--- src/rtl/frt_pkg.sv ---
package frt_pkg;

	localparam int unsigned SLOTS_DEF         = 32;
	localparam int unsigned MAX_FRAGMENTS_DEF = 64;
	localparam int unsigned CHUNK_BYTES_DEF   = 1024;
	localparam int unsigned HEADER_BYTES_DEF  = 16;

	localparam int unsigned LEN_W   = 11;
	localparam int unsigned TAG_W   = 32;
	localparam int unsigned CNT_W   = 7;
	localparam int unsigned PEER_W  = 8;
	localparam int unsigned BYTES_W = 17;
	localparam int unsigned OFS_W   = 16;
	localparam int unsigned SLOT_FIELD_W = 5;

	localparam logic [BYTES_W-1:0] BYTES_MAX = 17'h1FFFF;

	typedef enum logic [1:0] {
		STATUS_PARTIAL = 2'd0,
		STATUS_DONE    = 2'd1,
		STATUS_SHORT   = 2'd2,
		STATUS_BAD     = 2'd3
	} status_t;

	typedef struct packed {
		logic [LEN_W-1:0]  len;
		logic [TAG_W-1:0]  tag;
		logic [CNT_W-1:0]  count;
		logic [CNT_W-1:0]  index;
		logic [PEER_W-1:0] peer;
	} frt_hdr_t;

	typedef struct packed {
		logic [TAG_W-1:0]   tag;
		logic [CNT_W-1:0]   expected;
		logic [CNT_W-1:0]   got_count;
		logic [BYTES_W-1:0] got_bytes;
		logic [PEER_W-1:0]  peer;
	} frt_entry_t;

	typedef struct packed {
		status_t                 status;
		logic [SLOT_FIELD_W-1:0] slot;
		logic [OFS_W-1:0]        offset;
		logic [LEN_W-1:0]        length;
		logic                    evicted;
		logic [PEER_W-1:0]       done_peer;
		logic [BYTES_W-1:0]      done_bytes;
	} frt_result_t;

	typedef struct packed {
		logic write;
		logic free;
	} frt_wr_ctl_t;

endpackage

--- src/rtl/frt_slot_map.sv ---
module frt_slot_map #(
	parameter int unsigned SLOTS  = frt_pkg::SLOTS_DEF,
	parameter int unsigned SLOT_W = 5
) (
	input  logic [frt_pkg::TAG_W-1:0] tag,
	output logic [SLOT_W-1:0]         slot
);

	// Each tag byte is reduced through its own residue table; the four residues
	// are then summed and brought below SLOTS.
	logic [7:0] res [4];
	logic [9:0] sum;
	logic [9:0] red;

	for (genvar i = 0; i < 4; i++) begin : g_byte
		localparam int unsigned PW = (1 << (8 * i)) % SLOTS;
		logic [7:0] tab [256];
		for (genvar b = 0; b < 256; b++) begin : g_ent
			localparam int unsigned V = (b * PW) % SLOTS;
			assign tab[b] = 8'(V);
		end
		assign res[i] = tab[tag[8*i +: 8]];
	end

	always_comb begin
		sum = 10'(res[0]) + 10'(res[1]) + 10'(res[2]) + 10'(res[3]);
		red = sum;
		for (int k = 0; k < 3; k++) begin
			if (red >= 10'(SLOTS)) begin
				red = red - 10'(SLOTS);
			end
		end
	end

	assign slot = SLOT_W'(red);

endmodule

--- src/rtl/frt_slot_mem.sv ---
module frt_slot_mem #(
	parameter int unsigned DEPTH  = frt_pkg::SLOTS_DEF,
	parameter int unsigned ADDR_W = 5,
	parameter int unsigned WIDTH  = 8
) (
	input  logic              clk,
	input  logic              rd_en,
	input  logic [ADDR_W-1:0] rd_addr,
	output logic [WIDTH-1:0]  rd_data,
	input  logic              wr_en,
	input  logic [ADDR_W-1:0] wr_addr,
	input  logic [WIDTH-1:0]  wr_data
);

	logic [WIDTH-1:0] mem [DEPTH];

	always_ff @(posedge clk) begin
		if (wr_en) begin
			mem[wr_addr] <= wr_data;
		end
	end

	always_ff @(posedge clk) begin
		if (rd_en) begin
			rd_data <= mem[rd_addr];
		end
	end

endmodule

--- src/rtl/frt_update.sv ---
module frt_update #(
	parameter int unsigned MAX_FRAGMENTS = frt_pkg::MAX_FRAGMENTS_DEF,
	parameter int unsigned CHUNK_BYTES   = frt_pkg::CHUNK_BYTES_DEF,
	parameter int unsigned HEADER_BYTES  = frt_pkg::HEADER_BYTES_DEF
) (
	input  frt_pkg::frt_hdr_t                     hdr,
	input  logic [frt_pkg::SLOT_FIELD_W-1:0]      slot,
	input  logic                                  slot_valid,
	input  frt_pkg::frt_entry_t                   rd_entry,
	input  logic [MAX_FRAGMENTS-1:0]              rd_arrived,
	output frt_pkg::frt_entry_t                   wr_entry,
	output logic [MAX_FRAGMENTS-1:0]              wr_arrived,
	output frt_pkg::frt_wr_ctl_t                  ctl,
	output frt_pkg::frt_result_t                  result
);

	logic                                 short_len;
	logic                                 bad;
	logic                                 hit;
	logic                                 fresh;
	logic                                 complete;
	logic [frt_pkg::LEN_W-1:0]            payload;
	logic [frt_pkg::CNT_W-1:0]            use_cnt;
	logic [frt_pkg::CNT_W-1:0]            idx_m1;
	logic [frt_pkg::CNT_W-1:0]            new_cnt;
	logic [frt_pkg::BYTES_W:0]            sum;
	logic [frt_pkg::BYTES_W-1:0]          sat;
	logic [31:0]                          ofs_full;
	logic [MAX_FRAGMENTS-1:0]             bit_mask;
	logic [MAX_FRAGMENTS-1:0]             base_arr;
	frt_pkg::frt_entry_t                  base;

	always_comb begin
		short_len = hdr.len < frt_pkg::LEN_W'(HEADER_BYTES);
		payload   = hdr.len - frt_pkg::LEN_W'(HEADER_BYTES);
		hit       = slot_valid && (rd_entry.tag == hdr.tag);
		use_cnt   = hit ? rd_entry.expected : hdr.count;
		bad       = (hdr.count == '0) || (hdr.count > frt_pkg::CNT_W'(MAX_FRAGMENTS)) ||
		            (hdr.index == '0) || (hdr.index > use_cnt) ||
		            (payload > frt_pkg::LEN_W'(CHUNK_BYTES));

		if (hit) begin
			base     = rd_entry;
			base_arr = rd_arrived;
		end else begin
			base.tag       = hdr.tag;
			base.expected  = hdr.count;
			base.got_count = '0;
			base.got_bytes = '0;
			base.peer      = hdr.peer;
			base_arr       = '0;
		end

		idx_m1   = hdr.index - frt_pkg::CNT_W'(1);
		bit_mask = MAX_FRAGMENTS'(1) << idx_m1;
		fresh    = (base_arr & bit_mask) == '0;
		new_cnt  = base.got_count + frt_pkg::CNT_W'(fresh);
		sum      = {1'b0, base.got_bytes} + (frt_pkg::BYTES_W + 1)'(payload);
		sat      = (sum > {1'b0, frt_pkg::BYTES_MAX}) ? frt_pkg::BYTES_MAX
		                                              : sum[frt_pkg::BYTES_W-1:0];
		complete = new_cnt == base.expected;
		ofs_full = 32'(idx_m1) * 32'(CHUNK_BYTES);

		wr_entry           = base;
		wr_entry.got_count = new_cnt;
		wr_entry.got_bytes = sat;
		wr_arrived         = base_arr | bit_mask;

		result = '0;
		ctl    = '0;
		priority if (short_len) begin
			result.status = frt_pkg::STATUS_SHORT;
		end else if (bad) begin
			result.status = frt_pkg::STATUS_BAD;
			result.slot   = slot;
		end else begin
			result.status  = complete ? frt_pkg::STATUS_DONE : frt_pkg::STATUS_PARTIAL;
			result.slot    = slot;
			result.offset  = ofs_full[frt_pkg::OFS_W-1:0];
			result.length  = payload;
			result.evicted = !hit && slot_valid;
			if (complete) begin
				result.done_peer  = base.peer;
				result.done_bytes = sat;
			end
			ctl.write = 1'b1;
			ctl.free  = complete;
		end
	end

endmodule

--- src/rtl/fragment_reassembly_table_core.sv ---
// Fragment reassembly table.
// Result path: the header and its slot entry read are registered when the header is accepted;
// the result is registered, and any updated slot entry written back, once the result register is free.
// Headers are taken one at a time: hdr_stall holds off the next header until that point.
// Reset: the control state and the per-slot valid bits clear at once; there is no
// clearing pass, and the slot memory contents stay undefined until written.
module fragment_reassembly_table_core #(
	parameter int unsigned SLOTS         = frt_pkg::SLOTS_DEF,
	parameter int unsigned MAX_FRAGMENTS = frt_pkg::MAX_FRAGMENTS_DEF,
	parameter int unsigned CHUNK_BYTES   = frt_pkg::CHUNK_BYTES_DEF,
	parameter int unsigned HEADER_BYTES  = frt_pkg::HEADER_BYTES_DEF
) (
	input  logic                              clk,
	input  logic                              arst_n,

	input  logic                              hdr_valid,
	output logic                              hdr_stall,
	input  logic [frt_pkg::LEN_W-1:0]         packet_len,
	input  logic [frt_pkg::TAG_W-1:0]         packet_tag,
	input  logic [frt_pkg::CNT_W-1:0]         frag_count,
	input  logic [frt_pkg::CNT_W-1:0]         frag_index,
	input  logic [frt_pkg::PEER_W-1:0]        peer_in,

	output logic                              res_valid,
	input  logic                              res_stall,
	output logic [1:0]                        status,
	output logic [frt_pkg::SLOT_FIELD_W-1:0]  slot_used,
	output logic [frt_pkg::OFS_W-1:0]         write_offset,
	output logic [frt_pkg::LEN_W-1:0]         write_length,
	output logic                              evicted,
	output logic [frt_pkg::PEER_W-1:0]        done_peer,
	output logic [frt_pkg::BYTES_W-1:0]       done_bytes
);

	localparam int unsigned SLOT_W  = (SLOTS > 1) ? $clog2(SLOTS) : 1;
	localparam int unsigned ENTRY_W = $bits(frt_pkg::frt_entry_t) + MAX_FRAGMENTS;

	typedef enum logic [1:0] {
		ST_IDLE = 2'b01,
		ST_CALC = 2'b10
	} state_t;

	state_t                  state_q;
	logic                    accept;
	logic                    advance;
	logic [SLOT_W-1:0]       slot_in;
	logic [SLOT_W-1:0]       slot_s1;
	logic [7:0]              slot_ext;
	frt_pkg::frt_hdr_t       hdr_s1;
	logic [SLOTS-1:0]        slot_valid_q;
	logic [ENTRY_W-1:0]      rd_data;
	logic [ENTRY_W-1:0]      wr_data;
	frt_pkg::frt_entry_t     rd_entry;
	frt_pkg::frt_entry_t     wr_entry;
	logic [MAX_FRAGMENTS-1:0] rd_arrived;
	logic [MAX_FRAGMENTS-1:0] wr_arrived;
	frt_pkg::frt_wr_ctl_t    ctl;
	frt_pkg::frt_result_t    result;
	frt_pkg::frt_result_t    res_q;
	logic                    res_valid_q;

	assign hdr_stall = state_q != ST_IDLE;
	assign accept    = hdr_valid && !hdr_stall;
	assign advance   = (state_q == ST_CALC) && (!res_valid_q || !res_stall);

	frt_slot_map #(
		.SLOTS  (SLOTS),
		.SLOT_W (SLOT_W)
	) u_map (
		.tag  (packet_tag),
		.slot (slot_in)
	);

	assign rd_entry   = rd_data[ENTRY_W-1:MAX_FRAGMENTS];
	assign rd_arrived = rd_data[MAX_FRAGMENTS-1:0];
	assign wr_data    = {wr_entry, wr_arrived};

	frt_slot_mem #(
		.DEPTH  (SLOTS),
		.ADDR_W (SLOT_W),
		.WIDTH  (ENTRY_W)
	) u_mem (
		.clk     (clk),
		.rd_en   (accept),
		.rd_addr (slot_in),
		.rd_data (rd_data),
		.wr_en   (advance && ctl.write),
		.wr_addr (slot_s1),
		.wr_data (wr_data)
	);

	assign slot_ext = 8'(slot_s1);

	frt_update #(
		.MAX_FRAGMENTS (MAX_FRAGMENTS),
		.CHUNK_BYTES   (CHUNK_BYTES),
		.HEADER_BYTES  (HEADER_BYTES)
	) u_update (
		.hdr        (hdr_s1),
		.slot       (slot_ext[frt_pkg::SLOT_FIELD_W-1:0]),
		.slot_valid (slot_valid_q[slot_s1]),
		.rd_entry   (rd_entry),
		.rd_arrived (rd_arrived),
		.wr_entry   (wr_entry),
		.wr_arrived (wr_arrived),
		.ctl        (ctl),
		.result     (result)
	);

	always_ff @(posedge clk or negedge arst_n) begin
		if (!arst_n) begin
			state_q <= ST_IDLE;
		end else begin
			unique case (state_q)
				ST_IDLE: begin
					if (accept) begin
						state_q <= ST_CALC;
					end
				end
				ST_CALC: begin
					if (advance) begin
						state_q <= ST_IDLE;
					end
				end
				default: begin
					state_q <= ST_IDLE;
				end
			endcase
		end
	end

	always_ff @(posedge clk) begin
		if (accept) begin
			hdr_s1.len   <= packet_len;
			hdr_s1.tag   <= packet_tag;
			hdr_s1.count <= frag_count;
			hdr_s1.index <= frag_index;
			hdr_s1.peer  <= peer_in;
			slot_s1      <= slot_in;
		end
	end

	always_ff @(posedge clk or negedge arst_n) begin
		if (!arst_n) begin
			slot_valid_q <= '0;
		end else if (advance && ctl.write) begin
			slot_valid_q[slot_s1] <= !ctl.free;
		end
	end

	always_ff @(posedge clk or negedge arst_n) begin
		if (!arst_n) begin
			res_valid_q <= 1'b0;
		end else if (advance) begin
			res_valid_q <= 1'b1;
		end else if (!res_stall) begin
			res_valid_q <= 1'b0;
		end
	end

	always_ff @(posedge clk) begin
		if (advance) begin
			res_q <= result;
		end
	end

	assign res_valid    = res_valid_q;
	assign status       = res_q.status;
	assign slot_used    = res_q.slot;
	assign write_offset = res_q.offset;
	assign write_length = res_q.length;
	assign evicted      = res_q.evicted;
	assign done_peer    = res_q.done_peer;
	assign done_bytes   = res_q.done_bytes;

endmodule

--- config.mk ---
export PLATFORM = sky130hd
export DESIGN_NAME = fragment_reassembly_table_core
export DESIGN_NICKNAME = d
export VERILOG_FILES = /design/src/rtl/frt_pkg.sv /design/src/rtl/frt_slot_map.sv /design/src/rtl/frt_slot_mem.sv /design/src/rtl/frt_update.sv /design/src/rtl/fragment_reassembly_table_core.sv
export SDC_FILE = /design/constraint.sdc
export NUM_CORES = 2
export LEC_CHECK = 0
export BUFFER_PORTS_ARGS = -buffer_cell sky130_fd_sc_hd__buf_2
export CORE_MARGIN = 1.5
export CORE_UTILIZATION = 40
export CTS_CLUSTER_DIAMETER = 150
export DETAILED_ROUTE_END_ITERATION = 16
export MAX_ROUTING_LAYER = met4
export PLACE_DENSITY = 0.6
export SYNTH_ARGS = -nofsm -noshare
export SYNTH_HDL_FRONTEND = slang
export SYNTH_MEMORY_MAX_BITS = 65536
export SYNTH_SLANG_ARGS = --single-unit
--- constraint.sdc ---
create_clock -name clk -period 10.2 [get_ports clk]
set_clock_uncertainty 0.05 [all_clocks]
set_input_delay 1.02 -clock clk [delete_from_list [all_inputs] [get_ports clk]]
set_output_delay 1.02 -clock clk [all_outputs]
set_load 0.02 [all_outputs]
======== Word level (Yosys, flattened, before mapping) ========
Memories as Yosys holds them, arrays and structs flattened. A register that Yosys moved wholly into a read port is not among the register bits.
Cells that the tools add are included.
storage, ports and cells
  register bits after elaboration ......... 165
  bits in writable memories ............... 4320
  memory bits (read-only) ................. 8192
  bits of input ports ..................... 69
  output and inout bits ................... 62
  logic and storage cells ................. 116
  memories kept ........................... 5
cells by class
  add/sub/neg operators ................... 10
  magnitude comparators ................... 14
  equal/unequal tests ..................... 8
  shifts and indexed selects .............. 1
  muxes and demuxes ....................... 31
  bitwise logic cells ..................... 7
  reduce and logical (&&, ||, !) cells .... 22
memory list
  name             words  bits a word  rd ports  clocked after Yosys merged registers in  wr ports  RTL line            source
  u_mem.mem        32     135          1         1                                        1         frt_slot_mem.sv:15  logic [WIDTH-1:0] mem [DEPTH];
  (no name shown)  256    8            1         0                                        0         frt_slot_map.sv:22  assign res[i] = tab[tag[8*i +: 8]];
  (no name shown)  256    8            1         0                                        0         frt_slot_map.sv:22
  (no name shown)  256    8            1         0                                        0         frt_slot_map.sv:22
  (no name shown)  256    8            1         0                                        0         frt_slot_map.sv:22
operators with widths
  operator               count
  $mux 71                1
  $and 64x64->64         1
  $logic_not 64->1       1
  $mux 64                1
  $mux 8                 8
  $or 64x64->64          1
  $shl 1x7->64 const A   1
  $ge 9x9->1 const B     4
  $not 8->9              4
  $bwmux 32              1
  $eq 32x32->1           1
  $ge 10x6->1 const B    3
  $add 10x8->10          2
  $mux 10                2
  $sub 10x6->10 const B  2
  $add 17x11->18         1
  $gt 18x17->1 const B   1
  $mux 17                1
  $logic_not 7->1        2
  $gt 11x11->1 const B   1
  $lt 11x5->1 const B    1
  $sub 11x5->11 const B  1
  $add 8x8->9            1
  $mux 2                 4
  other kinds (26)       47

======== Longest topological paths before layout ========
  word-level depth ........................ 13
  depth in mapped cells ................... 22
  gate-level depth less buffers ........... 20

======== Modules after synthesis ========
A second synthesis with hierarchy kept.
unflattened totals
  cells, all modules ...................... 7928
  area total of the unflattened synthesis .. 175524.6 µm²
modules (own cells, without submodules)
  module                          instances  cells each  area an instance (µm²)  sequential area each (µm²)
  frt_slot_mem                    1          6907        165357.3                133778.3
  fragment_reassembly_table_core  1          304         5809.3                  4780.8
  frt_update                      1          712         4320.4                  0.0
  frt_slot_map                    1          5           37.5                    0.0

======== Least setup slack after synthesis ========
OpenSTA, ideal clock, no wires.
  path type ............................... in2reg
  start ................................... in res_stall
  end ..................................... mem u_mem.mem[31][0] (netlist bit) (enable)
  setup time .............................. 0.633 ns
  data arrival time ....................... 10.111 ns
  data required time ...................... 9.517 ns
  setup slack ............................. -0.594 ns
  stages .................................. 5
  path buffers ............................ 1
  path through ............................ a21oi_1 > nand3_1 > or4_1 > clkbuf_1 > nor2_1
between the ends
  word-level cells in the longest chain between the ends .. 6
ends and longest elaborated chain
  item                          RTL line                              source
  from (decl)                   fragment_reassembly_table_core.sv:25  input logic res_stall,
  $logic_not 1->1               -
  $logic_or 1x1->1              fragment_reassembly_table_core.sv:64  assign advance = (state_q == ST_CALC) && (!res_valid_q || !res_stall);
  $logic_and 1x1->1             fragment_reassembly_table_core.sv:64
  $logic_and 1x1->1             fragment_reassembly_table_core.sv:87  .wr_en (advance && ctl.write),
  $mux 1                        frt_slot_mem.sv:18                    if (wr_en) begin
  $mux 1 (implied by the code)  frt_slot_mem.sv:19                    mem[wr_addr] <= wr_data;
  to (decl)                     frt_slot_mem.sv:15
Every way passes these cells.

======== Worst setup path in the final report ========
  start ................................... reg hdr_s1[37] (netlist bit)
  end ..................................... mem u_mem.mem[24][42] (netlist bit) (enable)
between the ends
  word-level cells in the longest chain between the ends .. 11
ends and longest elaborated chain
  item                           RTL line                              source
  from (decl)                    fragment_reassembly_table_core.sv:49  frt_pkg::frt_hdr_t hdr_s1;
  $eq 32x32->1                   frt_update.sv:36                      hit = slot_valid && (rd_entry.tag == hdr.tag);
  $logic_and 1x1->1              frt_update.sv:36
  $mux 7                         frt_update.sv:37                      use_cnt = hit ? rd_entry.expected : hdr.count;
  $gt 7x7->1                     frt_update.sv:39                      (hdr.index == '0) || (hdr.index > use_cnt) ||
  $logic_or 1x1->1 (2 in a row)  frt_update.sv:39
  $mux 2                         frt_update.sv:73                      end else if (bad) begin
  $mux 2                         frt_update.sv:71                      priority if (short_len) begin
  $logic_and 1x1->1              fragment_reassembly_table_core.sv:87
  $mux 1                         frt_slot_mem.sv:18
  $mux 1 (implied by the code)   frt_slot_mem.sv:19
Every way passes these cells.

==> run summary <==
Synth Area in XOR/XNOR -> 0.003177
Non-Filler Instances -> 14025
DP Wirelength -> 248300 um
met3 layer usage reported by global route -> 0.02915
post-synthesis compound-gate area fraction -> 0.008367
number of global-route vias before repair -> 82985
most frequent cells in the layout -> edfxtp_1, mux4_2, clkbuf_16
Post-CTS Hold Buffers -> 0
Max Root-Sink Buffers -> 4
fin crit period -> 8.335 ns
Placed Area -> 186500 um^2
#FFs+latches synth -> 4605
die height -> 667.2 um
Slew Viols, Final -> 0
CP delay by family, top -> simple AND/OR/NAND/NOR gates
Nets -> 7828
Crit Path Class -> reg2reg
Placer Congestion -> 0.8662
CTS clk-pin slew, worst paths -> 0.06 ns
simple logic cell fraction of the synthesized area -> 0.01007
largest family of logic cells by synthesized area -> multiplexers
Remaining DRCs -> 0
cells along the critical path -> xor2_1, nor4_1, buf_4, nand4_1, nor3_4, buf_4, mux2i_1, ha_1, o21a_1, o21ai_0, a21oi_1, or4_1, nor2_4, buf_12
GR Util All Layers -> 0.2075
Crit Path Max Fanout -> 73
CTS tree -> yes
Pwr Total -> 38.92 mW
post-synthesis adder-cell area fraction -> 0.002028
WL/cell -> 32.24 um
most common cell after layout, fill and taps aside -> edfxtp_1
I/O pins -> 131
total core area -> 438700 um^2
Worst path max stage delay -> 1.22 ns
Pwr per Cell Area -> 193.4 nW/um^2
sequential cell area -> 138100 um^2
yosys warns -> 0
fin util -> 0.4588
Critical Path RT -> 10.78 ns
mux contribution to synthesized area -> 0.1830
Filler cells -> 35589
clock root buffer -> clkbuf_16
initial core utilization -> 0.4022
Port Buffers -> 120
number of synthesized flops with an enable pin -> 4570
Slew headroom -> 0.02070
DP Cell Count -> 13142
hold crit path type -> in2async
Iter 0 DRT Violations -> 10076
gr busiest metal -> met2
Num CTS Buffers -> 466
leakage power -> 68.00 nW
clk_lat worst skew -> 1.01 ns
Post-DRT Antenna Nets -> 0
post-synthesis instance area -> 176400 um^2
H-tree levels -> 5
Main synth FF type -> edfxtp_1
Max Cap Viol -> 0
area of the multi-input gates -> 36940 um^2
DR pass1 iterations -> 7
area added between synthesis and finish -> 14.07%
Min Hold Slack -> 0.1075 ns
Unique masters post-synth -> 82
largest net degree at the start of global routing -> 142
RSZ-0062 raised after global routing -> false
met1 usage -> 0.2873
Routed WL -> 452200 um
Resize count post-CTS -> 0
post-CTS setup buffer count -> 0
via/cell ratio -> 5.804
Post-Syn Instances -> 7261
CP Launch Type -> flop
clock sink count -> 4605
synthesized area per cell -> 24.30 um^2
Die Width -> 667.2 um
total grt overflow -> 0
CP Capture Type -> flop
Critical-path top delay cell -> nor2_4
status -> complete, no violations
initial antenna violation count -> 32
most used cell, CP -> buf_4
post-synthesis sequential area ratio -> 0.7827
WP buf/inv -> 3
# setup viols final -> 0
Max IR drop VDD -> 0.1669 mV
CP arrival -> 8.92 ns
Synth async-reset ratio -> 0.007600
Rows -> 243
Die ar. -> 445100 um^2
worst slew pin tran -> 1.465 ns
via count -> 81402
final-report hold violation count -> 0
first-pass GRT wire length -> 642300 um
grt met2 use -> 0.3289
layout cells sized above 1 -> 0.3237
crit share post-route -> 0.8172
fin area -> 201300 um^2
Max Clock Freq -> 120.0 MHz
worst reg2reg max path, stage by stage (launching register included):
cell      delay (ns)
edfxtp_1        1.05
xor2_1          0.18
nor4_1          0.70
buf_4           0.25
nand4_1         0.59
nor3_4          0.61
buf_4           0.68
mux2i_1         0.36
ha_1            0.29
o21a_1          0.12
o21ai_0         0.31
a21oi_1         0.22
or4_1           0.90
nor2_4          1.23
buf_12          0.39
cell type report:
type,instances,share of cell area
clock inverter,281,0.01215
timing repair buffer,400,0.01925
inverter,66,0.001231
multi-input combinational,2192,0.1835
sequential,4605,0.6862
antenna,14,0.0001741
tap,5880,0.03655
clock buffer,587,0.06092
cells by family (layout without fill, tap and decap cells):
logic type,after synthesis,count (layout)
other,1,24
multiplexers,1517,1517
AO/OA/AOI/OAI,220,220
adder cells (fa/ha/maj),28,28
XOR/XNOR,64,64
buffers and inverters,473,1334
AND/OR/NAND/NOR,353,353
flip-flops,4605,4605
Yosys cell counts, types with 4 or more instances:
cell type / count / area share
edfxtp_1: 4570 / 0.78
clkbuf_1: 312 / 0.0066
inv_1: 66 / 0.0014
nor4_1: 14 / 0.00050
nand4_1: 9 / 0.00032
a31oi_1: 5 / 0.00018
nand3b_1: 4 / 0.00017
xnor2_1: 22 / 0.0011
buf_4: 12 / 0.00051
a21oi_1: 23 / 0.00065
a21o_1: 10 / 0.00043
nand3_1: 20 / 0.00057
or3_1: 5 / 0.00018
nor2b_1: 10 / 0.00035
mux2i_1: 15 / 0.00085
or4_1: 7 / 0.00030
mux4_2: 1351 / 0.17
nand2b_1: 18 / 0.00064
mux2_2: 149 / 0.0095
xor2_1: 42 / 0.0021
a22oi_1: 7 / 0.00030
o21ai_0: 74 / 0.0021
o41ai_1: 4 / 0.00020
ha_1: 27 / 0.0019
and2_1: 38 / 0.0013
and3_1: 13 / 0.00046
a32oi_1: 4 / 0.00020
buf_2: 18 / 0.00051
nor3_1: 13 / 0.00037
buf_1: 62 / 0.0013
a222oi_1: 7 / 0.00040
nor2_1: 68 / 0.0014
dfrtp_1: 34 / 0.0048
o22ai_1: 38 / 0.0013
nand2_1: 117 / 0.0025
o21a_1: 6 / 0.00026
o311ai_1: 4 / 0.00020
per-layer routing:
metal,vias up,wire length (um)
met2,3581,221500
met4,0,11150
met3,623,32990
met1,44944,186600
li1,32254,-
met5,-,0
registers in the layout, indices dropped and copies added, names as in the netlist, 4 cells and up:
register	count
u_mem.mem	4320
u_mem.rd_data	135
hdr_s1	61
slot_valid_q	32
done_bytes	17
write_length	11
done_peer	8
write_offset	6
slot_used	5
slot_s1	4
power by group:
| part | internal, mW | switching (mW) | leakage [nW] |
|---|---|---|---|
| clock network | 9.34 | 7.21 | 7.17 |
| logic | 0.538 | 0.878 | 13.6 |
| registers | 20.8 | 0.121 | 47.2 |
| total | 30.7 | 8.21 | 68.0 |
final timing paths:
kind | startpoint | to | slack, ns | depth (start not counted)
setup / recovery | hdr_s1[37] | u_mem.mem[24][42] | 1.86 | 14
hold / removal | arst_n | res_valid | 0.11 | 1
setup reg to reg | hdr_s1[37] | u_mem.mem[24][42] | 1.86 | 14
hold reg to reg | slot_valid_q[1] | slot_valid_q[1] | 0.49 | 2
max in group asynchronous | arst_n | slot_valid_q[5] | 9.36 | 1
min in group clk | packet_len[7] | hdr_s1[61] | 0.15 | 1
metrics by stage:
stage	setup slack (ns)	setup TNS [ns]
global route	1.518	0
CTS	1.815	0
finish	1.865	0
detailed placement	1.841	0
floorplan	-0.5938	-2441.56
global placement	2.071	0
(Power assumes the default switching activity.)
